===== src/design/ssts_pkg.sv =====
package ssts_pkg;

   localparam int VALUE_W   = 32;
   localparam int CAP_W     = 6;
   localparam logic [CAP_W-1:0] CAP_RESET = 6'd32;

   // command queue between front and back
   localparam int Q_DEPTH   = 2;
   localparam int Q_PTR_W   = 1;
   localparam int Q_CNT_W   = 2;

   typedef enum logic {
      CMD_PUSH = 1'b0,   // push only
      CMD_SORT = 1'b1    // push, then sort and emit the set
   } cmd_kind_type;

   typedef struct packed {
      cmd_kind_type        kind;
      logic [VALUE_W-1:0]  value;
   } cmd_type;

   typedef struct packed {
      logic    valid;
      cmd_type cmd;
   } q_out_type;

endpackage


===== src/design/ssts_front.sv =====
module ssts_front (
   input  logic                 clock,
   input  logic                 reset,
   input  logic                 start_i,
   output logic                 busy_o,
   input  logic [31:0]          value_i,
   input  logic                 is_last_i,
   output ssts_pkg::q_out_type  q_o,
   input  logic                 pop_i
);
   import ssts_pkg::*;

   cmd_type              q_mem_ff [Q_DEPTH];
   logic [Q_PTR_W-1:0]   wr_ptr_ff, wr_ptr_in;
   logic [Q_PTR_W-1:0]   rd_ptr_ff, rd_ptr_in;
   logic [Q_CNT_W-1:0]   count_ff, count_in;
   logic                 push;
   logic                 pop;
   cmd_type              new_cmd;

   assign busy_o = (count_ff == Q_CNT_W'(Q_DEPTH));
   assign push   = start_i && !busy_o;
   assign pop    = pop_i && (count_ff != '0);

   // classify: the last word of a set triggers the sort
   always_comb begin
      new_cmd.value = value_i;
      new_cmd.kind  = is_last_i ? CMD_SORT : CMD_PUSH;
   end

   always_comb begin
      wr_ptr_in = push ? Q_PTR_W'(wr_ptr_ff + 1'b1) : wr_ptr_ff;
      rd_ptr_in = pop  ? Q_PTR_W'(rd_ptr_ff + 1'b1) : rd_ptr_ff;
      count_in  = count_ff;
      if (push && !pop) begin
         count_in = Q_CNT_W'(count_ff + 1'b1);
      end else if (pop && !push) begin
         count_in = Q_CNT_W'(count_ff - 1'b1);
      end
   end

   assign q_o.valid = (count_ff != '0);
   assign q_o.cmd   = q_mem_ff[rd_ptr_ff];

   always_ff @(posedge clock) begin
      if (push) begin
         q_mem_ff[wr_ptr_ff] <= new_cmd;
      end
   end

   always_ff @(posedge clock) begin
      if (reset) begin
         wr_ptr_ff <= '0;
         rd_ptr_ff <= '0;
         count_ff  <= '0;
      end else begin
         wr_ptr_ff <= wr_ptr_in;
         rd_ptr_ff <= rd_ptr_in;
         count_ff  <= count_in;
      end
   end

   a_count_bound: assert property (@(posedge clock) disable iff (reset)
      count_ff <= Q_CNT_W'(Q_DEPTH))
      else $error("queue count beyond depth");

   a_ptr_track: assert property (@(posedge clock) disable iff (reset)
      wr_ptr_ff == Q_PTR_W'(rd_ptr_ff + count_ff))
      else $error("queue pointers disagree with count");

   a_push_grows: assert property (@(posedge clock) disable iff (reset)
      (push && !pop) |=> count_ff == Q_CNT_W'($past(count_ff) + 1'b1))
      else $error("queue push lost");

endmodule


===== src/design/ssts_back.sv =====
module ssts_back #(
   parameter int DEPTH = 32
) (
   input  logic                            clock,
   input  logic                            reset,
   input  ssts_pkg::q_out_type             q_i,
   output logic                            pop_o,
   input  logic [$clog2(DEPTH+1)-1:0]      cap_i,
   output logic                            rsp_strobe_o,
   output logic signed [31:0]              rsp_sorted_value_o,
   output logic                            rsp_end_of_set_o,
   output logic                            rsp_overflowed_o
);
   import ssts_pkg::*;

   localparam int IDX_W = $clog2(DEPTH);
   localparam int CNT_W = $clog2(DEPTH+1);

   typedef enum logic [3:0] {
      S_LOAD = 4'b0001,
      S_POP  = 4'b0010,
      S_CMP  = 4'b0100,
      S_EMIT = 4'b1000
   } back_state_type;

   back_state_type       state_ff, state_in;
   logic [CNT_W-1:0]     in_top_ff, in_top_in;
   logic [CNT_W-1:0]     tmp_top_ff, tmp_top_in;
   logic [CNT_W-1:0]     emit_idx_ff, emit_idx_in;
   logic                 drop_ff, drop_in;
   logic                 strobe_ff, strobe_in;
   logic                 end_ff, end_in;
   logic                 ovf_ff, ovf_in;

   logic [31:0]          input_stack [DEPTH];
   logic [31:0]          temp_stack  [DEPTH];
   logic [31:0]          in_rd_ff;
   logic [31:0]          tmp_rd_ff;

   logic                 in_wr_en, in_rd_en, tmp_wr_en, tmp_rd_en;
   logic [IDX_W-1:0]     in_wr_addr, in_rd_addr, tmp_wr_addr, tmp_rd_addr;
   logic [31:0]          in_wr_data;

   logic [CNT_W-1:0]     in_dec, tmp_dec1, tmp_dec2;
   logic                 greater;

   assign in_dec   = in_top_ff - CNT_W'(1);
   assign tmp_dec1 = tmp_top_ff - CNT_W'(1);
   assign tmp_dec2 = tmp_top_ff - CNT_W'(2);
   // in_rd_ff holds the popped word, tmp_rd_ff the current top of the temp stack
   assign greater  = $signed(tmp_rd_ff) > $signed(in_rd_ff);
   assign pop_o    = (state_ff == S_LOAD) && q_i.valid;

   always_comb begin
      state_in    = state_ff;
      in_top_in   = in_top_ff;
      tmp_top_in  = tmp_top_ff;
      emit_idx_in = emit_idx_ff;
      drop_in     = drop_ff;
      strobe_in   = 1'b0;
      end_in      = 1'b0;
      ovf_in      = drop_ff;
      in_wr_en    = 1'b0;
      in_wr_addr  = in_top_ff[IDX_W-1:0];
      in_wr_data  = q_i.cmd.value;
      in_rd_en    = 1'b0;
      in_rd_addr  = in_dec[IDX_W-1:0];
      tmp_wr_en   = 1'b0;
      tmp_wr_addr = tmp_top_ff[IDX_W-1:0];
      tmp_rd_en   = 1'b0;
      tmp_rd_addr = tmp_dec1[IDX_W-1:0];
      case (state_ff)
         S_LOAD: begin
            if (q_i.valid) begin
               if (in_top_ff < cap_i) begin
                  in_wr_en  = 1'b1;
                  in_top_in = in_top_ff + CNT_W'(1);
               end else begin
                  drop_in = 1'b1;
               end
               if (q_i.cmd.kind == CMD_SORT) begin
                  state_in = S_POP;
               end
            end
         end
         S_POP: begin
            if (in_top_ff != '0) begin
               in_rd_en  = 1'b1;
               tmp_rd_en = 1'b1;
               in_top_in = in_dec;
               state_in  = S_CMP;
            end else if (tmp_top_ff == '0) begin
               drop_in  = 1'b0;
               state_in = S_LOAD;
            end else begin
               emit_idx_in = '0;
               state_in    = S_EMIT;
            end
         end
         S_CMP: begin
            if ((tmp_top_ff != '0) && greater) begin
               // move the larger top back and fetch the next one down
               in_wr_en    = 1'b1;
               in_wr_data  = tmp_rd_ff;
               in_top_in   = in_top_ff + CNT_W'(1);
               tmp_top_in  = tmp_dec1;
               tmp_rd_en   = 1'b1;
               tmp_rd_addr = tmp_dec2[IDX_W-1:0];
            end else begin
               tmp_wr_en  = 1'b1;
               tmp_top_in = tmp_top_ff + CNT_W'(1);
               state_in   = S_POP;
            end
         end
         S_EMIT: begin
            tmp_rd_en   = 1'b1;
            tmp_rd_addr = emit_idx_ff[IDX_W-1:0];
            strobe_in   = 1'b1;
            emit_idx_in = emit_idx_ff + CNT_W'(1);
            if (emit_idx_ff == tmp_dec1) begin
               end_in      = 1'b1;
               tmp_top_in  = '0;
               emit_idx_in = '0;
               drop_in     = 1'b0;
               state_in    = S_LOAD;
            end
         end
         default: begin
            state_in = S_LOAD;
         end
      endcase
   end

   always_ff @(posedge clock) begin
      if (in_wr_en) begin
         input_stack[in_wr_addr] <= in_wr_data;
      end
      if (in_rd_en) begin
         in_rd_ff <= input_stack[in_rd_addr];
      end
   end

   always_ff @(posedge clock) begin
      if (tmp_wr_en) begin
         temp_stack[tmp_wr_addr] <= in_rd_ff;
      end
      if (tmp_rd_en) begin
         tmp_rd_ff <= temp_stack[tmp_rd_addr];
      end
   end

   always_ff @(posedge clock) begin
      if (reset) begin
         state_ff    <= S_LOAD;
         in_top_ff   <= '0;
         tmp_top_ff  <= '0;
         emit_idx_ff <= '0;
         drop_ff     <= 1'b0;
         strobe_ff   <= 1'b0;
      end else begin
         state_ff    <= state_in;
         in_top_ff   <= in_top_in;
         tmp_top_ff  <= tmp_top_in;
         emit_idx_ff <= emit_idx_in;
         drop_ff     <= drop_in;
         strobe_ff   <= strobe_in;
      end
   end

   always_ff @(posedge clock) begin
      end_ff <= end_in;
      ovf_ff <= ovf_in;
   end

   assign rsp_strobe_o       = strobe_ff;
   assign rsp_sorted_value_o = $signed(tmp_rd_ff);
   assign rsp_end_of_set_o   = end_ff;
   assign rsp_overflowed_o   = ovf_ff;

   a_strobe_from_emit: assert property (@(posedge clock) disable iff (reset)
      strobe_ff |-> $past(state_ff == S_EMIT))
      else $error("result strobe outside emit");

   a_end_back_to_load: assert property (@(posedge clock) disable iff (reset)
      (strobe_ff && end_ff) |-> (state_ff == S_LOAD) && (tmp_top_ff == '0))
      else $error("set not closed after final word");

   a_words_conserved: assert property (@(posedge clock) disable iff (reset)
      ({1'b0, in_top_ff} + {1'b0, tmp_top_ff}) <= (CNT_W+1)'(DEPTH))
      else $error("stacks hold more words than depth");

endmodule


===== src/design/stack_sort_two_stack_top.sv =====
// Channel   | Ports                                          | Handshake
// ----------+------------------------------------------------+------------------------------
// request   | req_value, req_is_last                         | taken when start & !busy
// response  | rsp_sorted_value, rsp_end_of_set, rsp_overflowed| one cycle, marked by rsp_strobe
// control   | csr_wdata (capacity)                           | written when csr_we is high
//
// A request word is taken and queued; while loading, the back end pushes one queued word a cycle.
// Sorting a set of n words pops each word in turn and moves words back from the temp stack
// (up to n*(n-1)/2 moves), paced by the single read port of each stack memory; the first
// emitted word appears in the cycle after emission starts.
// Reset (synchronous, active high) empties both stacks and the queue and sets capacity to 32.
// busy rises while the queue is full; the receiver cannot stall, so results are never held.
module stack_sort_two_stack_top #(
   parameter int DEPTH = 32
) (
   input  logic               clock,
   input  logic               reset,
   input  logic               start,
   output logic               busy,
   input  logic signed [31:0] req_value,
   input  logic               req_is_last,
   output logic               rsp_strobe,
   output logic signed [31:0] rsp_sorted_value,
   output logic               rsp_end_of_set,
   output logic               rsp_overflowed,
   input  logic               csr_we,
   input  logic [5:0]         csr_wdata
);
   import ssts_pkg::*;

   localparam int CNT_W = $clog2(DEPTH+1);

   logic [CAP_W-1:0]  capacity_ff, capacity_in;
   logic [7:0]        cap_wide;
   logic [CNT_W-1:0]  eff_cap;
   q_out_type         q_bus;
   logic              q_pop;

   // hold the capacity; the user must write it only while the block is idle, the block does not enforce this
   assign capacity_in = csr_we ? csr_wdata : capacity_ff;

   always_ff @(posedge clock) begin
      if (reset) begin
         capacity_ff <= CAP_RESET;
      end else begin
         capacity_ff <= capacity_in;
      end
   end

   // clamp: zero behaves as one, anything past the stack depth as the depth
   assign cap_wide = {2'b00, capacity_ff};

   always_comb begin
      if (capacity_ff == '0) begin
         eff_cap = CNT_W'(1);
      end else if (cap_wide > 8'(DEPTH)) begin
         eff_cap = CNT_W'(DEPTH);
      end else begin
         eff_cap = CNT_W'(cap_wide);
      end
   end

   // front: take and classify words, queue them for the back end
   ssts_front u_front (
      .clock     (clock),
      .reset     (reset),
      .start_i   (start),
      .busy_o    (busy),
      .value_i   (req_value),
      .is_last_i (req_is_last),
      .q_o       (q_bus),
      .pop_i     (q_pop)
   );

   // back: push, sort with two stacks, emit ascending
   ssts_back #(
      .DEPTH (DEPTH)
   ) u_back (
      .clock              (clock),
      .reset              (reset),
      .q_i                (q_bus),
      .pop_o              (q_pop),
      .cap_i              (eff_cap),
      .rsp_strobe_o       (rsp_strobe),
      .rsp_sorted_value_o (rsp_sorted_value),
      .rsp_end_of_set_o   (rsp_end_of_set),
      .rsp_overflowed_o   (rsp_overflowed)
   );

endmodule


===== config.mk =====
export PLATFORM = sky130hd
export DESIGN_NAME = stack_sort_two_stack_top
export DESIGN_NICKNAME = d
export VERILOG_FILES = /design/src/design/ssts_pkg.sv /design/src/design/ssts_front.sv /design/src/design/ssts_back.sv /design/src/design/stack_sort_two_stack_top.sv
export SDC_FILE = /design/constraint.sdc
export NUM_CORES = 2
export LEC_CHECK = 0
export BUFFER_PORTS_ARGS = -buffer_cell sky130_fd_sc_hd__buf_2
export CAP_MARGIN = 20
export CORE_ASPECT_RATIO = 1.4
export CORE_MARGIN = 2
export CORE_UTILIZATION = 30
export CTS_BUF_LIST = sky130_fd_sc_hd__clkbuf_2 sky130_fd_sc_hd__clkbuf_4 sky130_fd_sc_hd__clkbuf_8
export DETAILED_ROUTE_END_ITERATION = 6
export PLACE_DENSITY = 0.51
export SYNTH_ARGS = -nofsm -noshare
export SYNTH_HDL_FRONTEND = slang
export SYNTH_SLANG_ARGS = --single-unit

===== constraint.sdc =====
create_clock -name clock -period 6 [get_ports clock]
set_clock_uncertainty 0.05 [all_clocks]
set_input_delay 0.9 -clock clock [delete_from_list [all_inputs] [get_ports clock]]
set_output_delay 0.9 -clock clock [all_outputs]
set_load 0.01 [all_outputs]

Word-level counts from Yosys, hierarchy flattened
Memories as Yosys holds them, arrays and structs flattened. A register that Yosys moved wholly into a read port is not among the register bits.
Index checks and enable logic that the tools add are counted.
{"block": "totals", "register_bits": 36, "latchBits": 0, "ram_bits": 2114, "rom_bits": 0, "inputBits": 43, "output_inout_bits": 36, "elab_cells": 122, "n_memories": 3}
{"name": "u_back.input_stack", "words": 32, "word_bits": 32, "read_ports": 1, "rd_clocked_by_memory_dff": 1, "wr": 1, "line_no": "ssts_back.sv:35", "source": "logic [31:0] input_stack [DEPTH];"}
{"name": "u_back.temp_stack", "words": 32, "word_bits": 32, "read_ports": 1, "rd_clocked_by_memory_dff": 1, "wr": 1, "line_no": "ssts_back.sv:36", "source": "logic [31:0] temp_stack [DEPTH];"}
{"name": "u_front.q_mem_ff", "words": 2, "word_bits": 33, "read_ports": 1, "rd_clocked_by_memory_dff": 1, "wr": 1, "line_no": "ssts_front.sv:13", "source": "cmd_type q_mem_ff [Q_DEPTH];"}
{"block": "op_classes", "addsub": 10, "mul": 0, "div": 0, "n_lt_le_gt_ge": 3, "eq_ne": 17, "n_shift": 0, "mux": 53, "bitwise": 0, "n_reduce_logical": 24}
{"operator": "6-bit 2-to-1 mux", "n": 11}
{"operator": "32-bit 2-to-1 mux", "n": 2}
{"operator": "32-bit > comparator", "n": 1}
{"operator": "4-bit 2-to-1 mux", "n": 6}
{"operator": "6-bit case mux with 2 select lines", "n": 2}
{"operator": "1-bit 2-to-1 mux", "n": 23}
{"operator": "6-bit by 1-bit adder with 6-bit output (second input constant)", "n": 3}
{"operator": "6-bit case mux with 3 select lines", "n": 1}
{"operator": "4-bit case mux with 4 select lines", "n": 1}
{"operator": "6-bit logical NOT", "n": 2}
{"operator": "2-bit inequality test (second input constant)", "n": 6}
{"operator": "6-bit nonzero test", "n": 2}
{"operator": "6-bit by 1-bit subtractor with 6-bit output (second input constant)", "n": 2}
{"operator": "2-bit by 1-bit inequality test with 1-bit output (second input constant)", "n": 5}
{"operator": "5-bit case mux with 2 select lines", "n": 1}
{"operator": "2-bit nonzero test", "n": 4}
{"operator": "6-bit equality test", "n": 1}
{"operator": "6-bit > comparator (second input constant)", "n": 1}
{"operator": "1-bit logical AND", "n": 6}
{"operator": "6-bit less-than comparator", "n": 1}
{"operator": "1-bit case mux with 3 select lines", "n": 2}
{"operator": "6-bit AND reduction", "n": 1}
{"operator": "3-bit nonzero test", "n": 2}
{"operator": "5-bit 2-to-1 mux", "n": 1}
{"operator": "16 further kinds", "n": 20}

Longest topological paths before layout
{"block": "logic_depth", "ltp_word": 9, "ltp_mapped": 19, "ltp_nobuf": 13}

Cells and area by module
Synthesis repeated with hierarchy kept, for this count alone.
{"block": "hier_totals", "hier_cells": 4736, "area_unflattened_um2": 87169.9}
{"mod": "ssts_back", "n_inst": 1, "cells_per_inst": 4581, "area_per_inst_um2": 84322.1, "seq_area_each_um2": 63941.3}
{"mod": "ssts_front", "n_inst": 1, "cells_per_inst": 128, "area_per_inst_um2": 2593.7, "seq_area_each_um2": 2082.0}
{"mod": "stack_sort_two_stack_top", "n_inst": 1, "cells_per_inst": 27, "area_per_inst_um2": 254.0, "seq_area_each_um2": 120.1}

Least setup slack after synthesis
OpenSTA, ideal clock, no wires.
{"block": "synth_timing", "kind": "flip-flop to flip-flop", "start": "register u_back.in_rd_ff[31] (read register of u_back.input_stack)", "end": "memory u_back.input_stack[0][0] (enable)", "setup_time_ps": 468, "t_arrival_ps": 4861, "required_ps": 5482, "setup_slack_ps": 621, "path_stages_with_launch": 11, "path_buffers": 0, "period_less_slack_ps": 5379, "path_cell_list": "edfxtp_1 > inv_1 > ha_1 > nand4_1 > nor2_1 > a221o_1 > nor3_2 > o31a_1 > nand2_1 > nand2_1 > nor3b_1"}
{"block": "synth_via", "elab_chain_len": 6}
{"item": "start, declared", "line_no": "ssts_back.sv:37", "source": "logic [31:0] in_rd_ff;"}
{"item": "32-bit > comparator", "line_no": "ssts_back.sv:51", "source": "assign greater = $signed(tmp_rd_ff) > $signed(in_rd_ff);"}
{"item": "1-bit logical AND", "line_no": "ssts_back.sv:101", "source": "if ((tmp_top_ff != '0) && greater) begin"}
{"item": "1-bit 2-to-1 mux", "line_no": "ssts_back.sv:101"}
{"item": "1-bit case mux with 2 select lines", "line_no": "ssts_back.sv:72", "source": "case (state_ff)"}
{"item": "1-bit 2-to-1 mux", "line_no": "ssts_back.sv:135", "source": "if (in_wr_en) begin"}
{"item": "1-bit 2-to-1 mux (not written as such)", "line_no": "ssts_back.sv:136", "source": "input_stack[in_wr_addr] <= in_wr_data;"}
{"item": "end, declared", "line_no": "ssts_back.sv:35"}
Every way passes these cells.

Final worst setup path
{"block": "layout_timing", "start": "register u_back.tmp_rd_ff[15] (netlist: u_back.rsp_sorted_value_o[15]) (read register of u_back.temp_stack)", "end": "register u_back.tmp_rd_ff[25] (netlist: u_back.rsp_sorted_value_o[25]) (read register of u_back.temp_stack), data pin"}
{"block": "layout_via", "elab_chain_len": 4, "word_cells_on_any_way": 6, "classes_between": "order compare: 1; mux: 4; reduce/logical: 1"}
{"item": "start, declared", "line_no": "ssts_back.sv:38", "source": "logic [31:0] tmp_rd_ff;"}
{"item": "32-bit > comparator (*)", "line_no": "ssts_back.sv:51"}
{"item": "1-bit logical AND (*)", "line_no": "ssts_back.sv:101"}
{"item": "1-bit 2-to-1 mux / 5-bit 2-to-1 mux (equally long branches)", "line_no": "ssts_back.sv:101"}
{"item": "1-bit case mux with 3 select lines / 5-bit case mux with 2 select lines (equally long branches)", "line_no": "ssts_back.sv:72"}
Mark *: on every way between the ends. The rest lies on a longest branch, timed or not.
A chain may end at the register's enable or synchronous reset.

==> summary.txt <==
============================================================================
Worst Hold Class                                                input port to flip-flop
FFs w/ async S/R, synth                                                    0
Capturing point of the worst reg2reg path                       u_back.rsp_sorted_value_o[25]
Hold-fix buffers at CTS                                                    0
Area growth from synthesis to layout                                   16.2%
Area after detailed placement                                      94700 µm²
Unrepaired setup endpoints after global routing                        false
Gate count after technology mapping                                     4637
Clock Pin Slew Worst Setup and Hold Paths                            0.06 ns
Area of the die                                                   295000 µm²
Clock Latency Late Sink                                              0.98 ns
Initial antenna violation count                                           10
Rel. slew slack                                                        0.250
Post-route cell area                                              101000 µm²
Worst hold-check slack                                             0.0911 ns
Worst Hold Path Cells                                                      1
Antenna viol nets, final                                                   0
Minimum period implied by the final worst setup slack                5.34 ns
Actual transition at the worst max-transition pin                    1.12 ns
Number of vias per cell after detailed routing                          5.07
Number of placed I/O pins                                                 79
Post-synth design cell area                                        87300 µm²
Sort of element at the end of the critical path                    flip-flop
Worst min-delay path startpoint                                 req_value[19]
Sequential share of the synthesized area                               0.758
Worst Hold End                                                  u_front.q_mem_ff[1][19]
Worst reg2reg startpoint                                        u_back.rsp_sorted_value_o[15]
Number of enable flip-flop cells after synthesis                        2178
Largest net degree at the start of global routing                         77
Total number of H-tree levels                                              5
Depth of the worst register-to-register path                              15
Unique cell type count in the Yosys netlist                               68
Clk sinks                                                               2215
Vertical die dimension                                                642 µm
Total design power                                                   38.6 mW
Clk root buf                                                        clkbuf_8
Global routing usage summed across all routing layers                  0.172
Total leakage power                                                  34.8 nW
Deepest clock path buffer count                                            4
Worst VDD drop                                                      0.243 mV
Total vias in the final route                                          46000
Buffer count from post-CTS setup fixing                                    0
Worst path arrival time                                              6.07 ns
Number of buffer cells added on primary ports                             78
Fin. max-slew vios                                                         0
Area inside the core boundary                                     290000 µm²
DR DRC count                                                               0
Total congestion overflow                                                  0
Required arrival time at the worst endpoint                          6.73 ns
Die extent in x                                                       460 µm
Synthesis warning total                                                    0
Reg-to-reg slack, setup                                              0.66 ns
Commonest register cell after synthesis                             edfxtp_1
Most used cells in the layout excluding fill and tap cells      edfxtp_1 (2178), mux2i_1 (483), clkbuf_8 (343)
Total negative slack                                                    0 ns
Number of nets in the finished design                                   5144
First-pass detailed-route iteration total                                  5
PD cells                                                          380 nW/µm²
Violation count after the first detailed-routing iteration              4060
Final worst path period share                                          0.890
Achievable clock frequency                                           187 MHz
Initial core utilization                                               0.301
Class of the most critical setup path                           flip-flop to flip-flop
Average detailed-routed wire length per instance                     28.6 µm
Share of the core filled with cells                                    0.350
Biggest fanout along the worst timing path                                30
CTS tree                                                                 yes
Detailed placement HPWL                                            146000 µm
Outcome                                                         finished, final reports clean
Final Hold Fails                                                           0
Number of synthesized register bits                                     2215
Mapped Avg Cell Area                                                18.8 µm²
Kind of start point of the critical path                           flip-flop
Vias in the first global route                                         47200
Setup-violating endpoint count in the final report                         0
Most common library cell in the layout ignoring fill and taps       edfxtp_1
Detailed-route wire length                                         259000 µm
Wire length of the first global-routing pass                       362000 µm
Gates resized, CTS repair                                                  0
Syn_nets                                                                4730
Max-capacitance violation count                                            0
Number of buffers created by CTS                                         334
Final RePlAce weighted congestion                                      0.841
Share of post-route cells with drive strength above 1                  0.258
Number of core rows                                                      234
============================================================================
registers in the layout (all words and copies together) (netlist names), named ones only:
register	flops
u_back.rsp_overflowed_o	1
u_back.drop_ff	1
u_back.input_stack	1024
u_back.temp_stack	1024
u_back.in_rd_ff	32
u_back.rsp_sorted_value_o	32
capacity_ff	6
u_front.count_ff	2
u_front.q_mem_ff	66
u_back.tmp_top_ff	6
u_back.rsp_strobe_o	1
u_front.rd_ptr_ff	1
u_back.rsp_end_of_set_o	1
u_back.emit_idx_ff	6
u_front.wr_ptr_ff	1
u_back.state_ff	4
u_back.in_top_ff	6
critical path, cell delays in order, from the launching register on:
cell and delay, ns:
edfxtp_1 0.45, ha_1 0.40, nand4_1 0.32, nor2_1 0.10
a22o_1 0.21, o41a_1 0.43, o31ai_2 0.52, buf_4 0.28
o21ai_0 0.11, a31oi_2 0.46, or3_4 0.61, buf_12 0.33
nor3_1 0.09, a2111oi_0 0.38, buf_4 0.18, and3_1 0.19
synth_stat cells (17+ instances only):
master,n,share of area
dfxtp_1,37,0.0085
mux2i_1,483,0.055
mux2_2,33,0.0043
or4_1,31,0.0027
o21ai_0,51,0.0029
o22ai_1,32,0.0023
nand2_1,342,0.015
inv_1,47,0.0020
and3_1,98,0.0070
buf_1,17,0.00073
a21oi_1,118,0.0068
clkbuf_1,168,0.0072
a31o_1,31,0.0031
ha_1,50,0.0072
nor3_1,136,0.0078
nand3_1,17,0.00097
a211oi_1,69,0.0059
mux4_2,321,0.083
a2111oi_0,32,0.0032
buf_2,59,0.0034
edfxtp_1,2178,0.75
a31o_2,32,0.0032
nor2_1,109,0.0047
layout make-up:
type                       count  area, µm²
clock inverter               153        911
timing repair buffer         346       3540
clock buffer                 435       5410
sequential                  2215      66100
tap                         3776       4720
inverter                      47        176
multi-input combinational   2107      20500
fill                       27300     188000
antenna                        3       7.51
worst max path at each step:
stage | endpoint | start | slack, ns | cells past startpoint
floorplan | u_back.input_stack[0][0] | u_back.in_rd_ff[31] | 0.62 | 10
global placement | u_back.rsp_sorted_value_o[25] | u_back.rsp_sorted_value_o[15] | 0.45 | 14
detailed placement | u_back.rsp_sorted_value_o[22] | u_back.rsp_sorted_value_o[15] | 0.37 | 12
CTS | u_back.rsp_sorted_value_o[22] | u_back.rsp_sorted_value_o[15] | 0.32 | 12
global route | u_back.rsp_sorted_value_o[25] | u_back.rsp_sorted_value_o[15] | 0.48 | 15
finish | u_back.rsp_sorted_value_o[25] | u_back.rsp_sorted_value_o[15] | 0.66 | 15
per-stage QoR:
step | setup slack [ns] | cells
after detailed placement | 0.372 | 8467
after CTS | 0.317 | 9055
after floorplan | 0.621 | 4637
final | 0.661 | 9082
after global placement | 0.453 | 8463
after global routing | 0.476 | 9082
cell families (layout without fill, tap and decap cells):
| family | Yosys count | after routing | synth area share |
|---|---|---|---|
| AOI/OAI and AO/OA | 413 | 413 | 0.0323 |
| DFF | 2215 | 2215 | 0.758 |
| and+or+nand+nor | 784 | 784 | 0.0421 |
| other | 0 | 3 | 0 |
| adders and majority gates | 50 | 50 | 0.00717 |
| muxes | 837 | 837 | 0.142 |
| buffers and inverters | 315 | 981 | 0.0159 |
| xor gates and xnor gates | 23 | 23 | 0.00231 |
where the power goes:
group	leakage [nW]	internal, mW	switching, mW
Clock	3.35	6.24	5.82
Combinational	11.6	3.50	4.76
Sequential	19.9	18.1	0.158
Total	34.8	27.8	10.7
metal layers:
layer / GRT usage / wire (µm) / vias up
met5: 0 / 0 / -
met4: 0.0556 / 8430 / 0
met3: 0.0257 / 13000 / 384
met2: 0.308 / 136000 / 1488
met1: 0.210 / 102000 / 24600
li1: - / - / 19600
(Power assumes the default switching activity.)
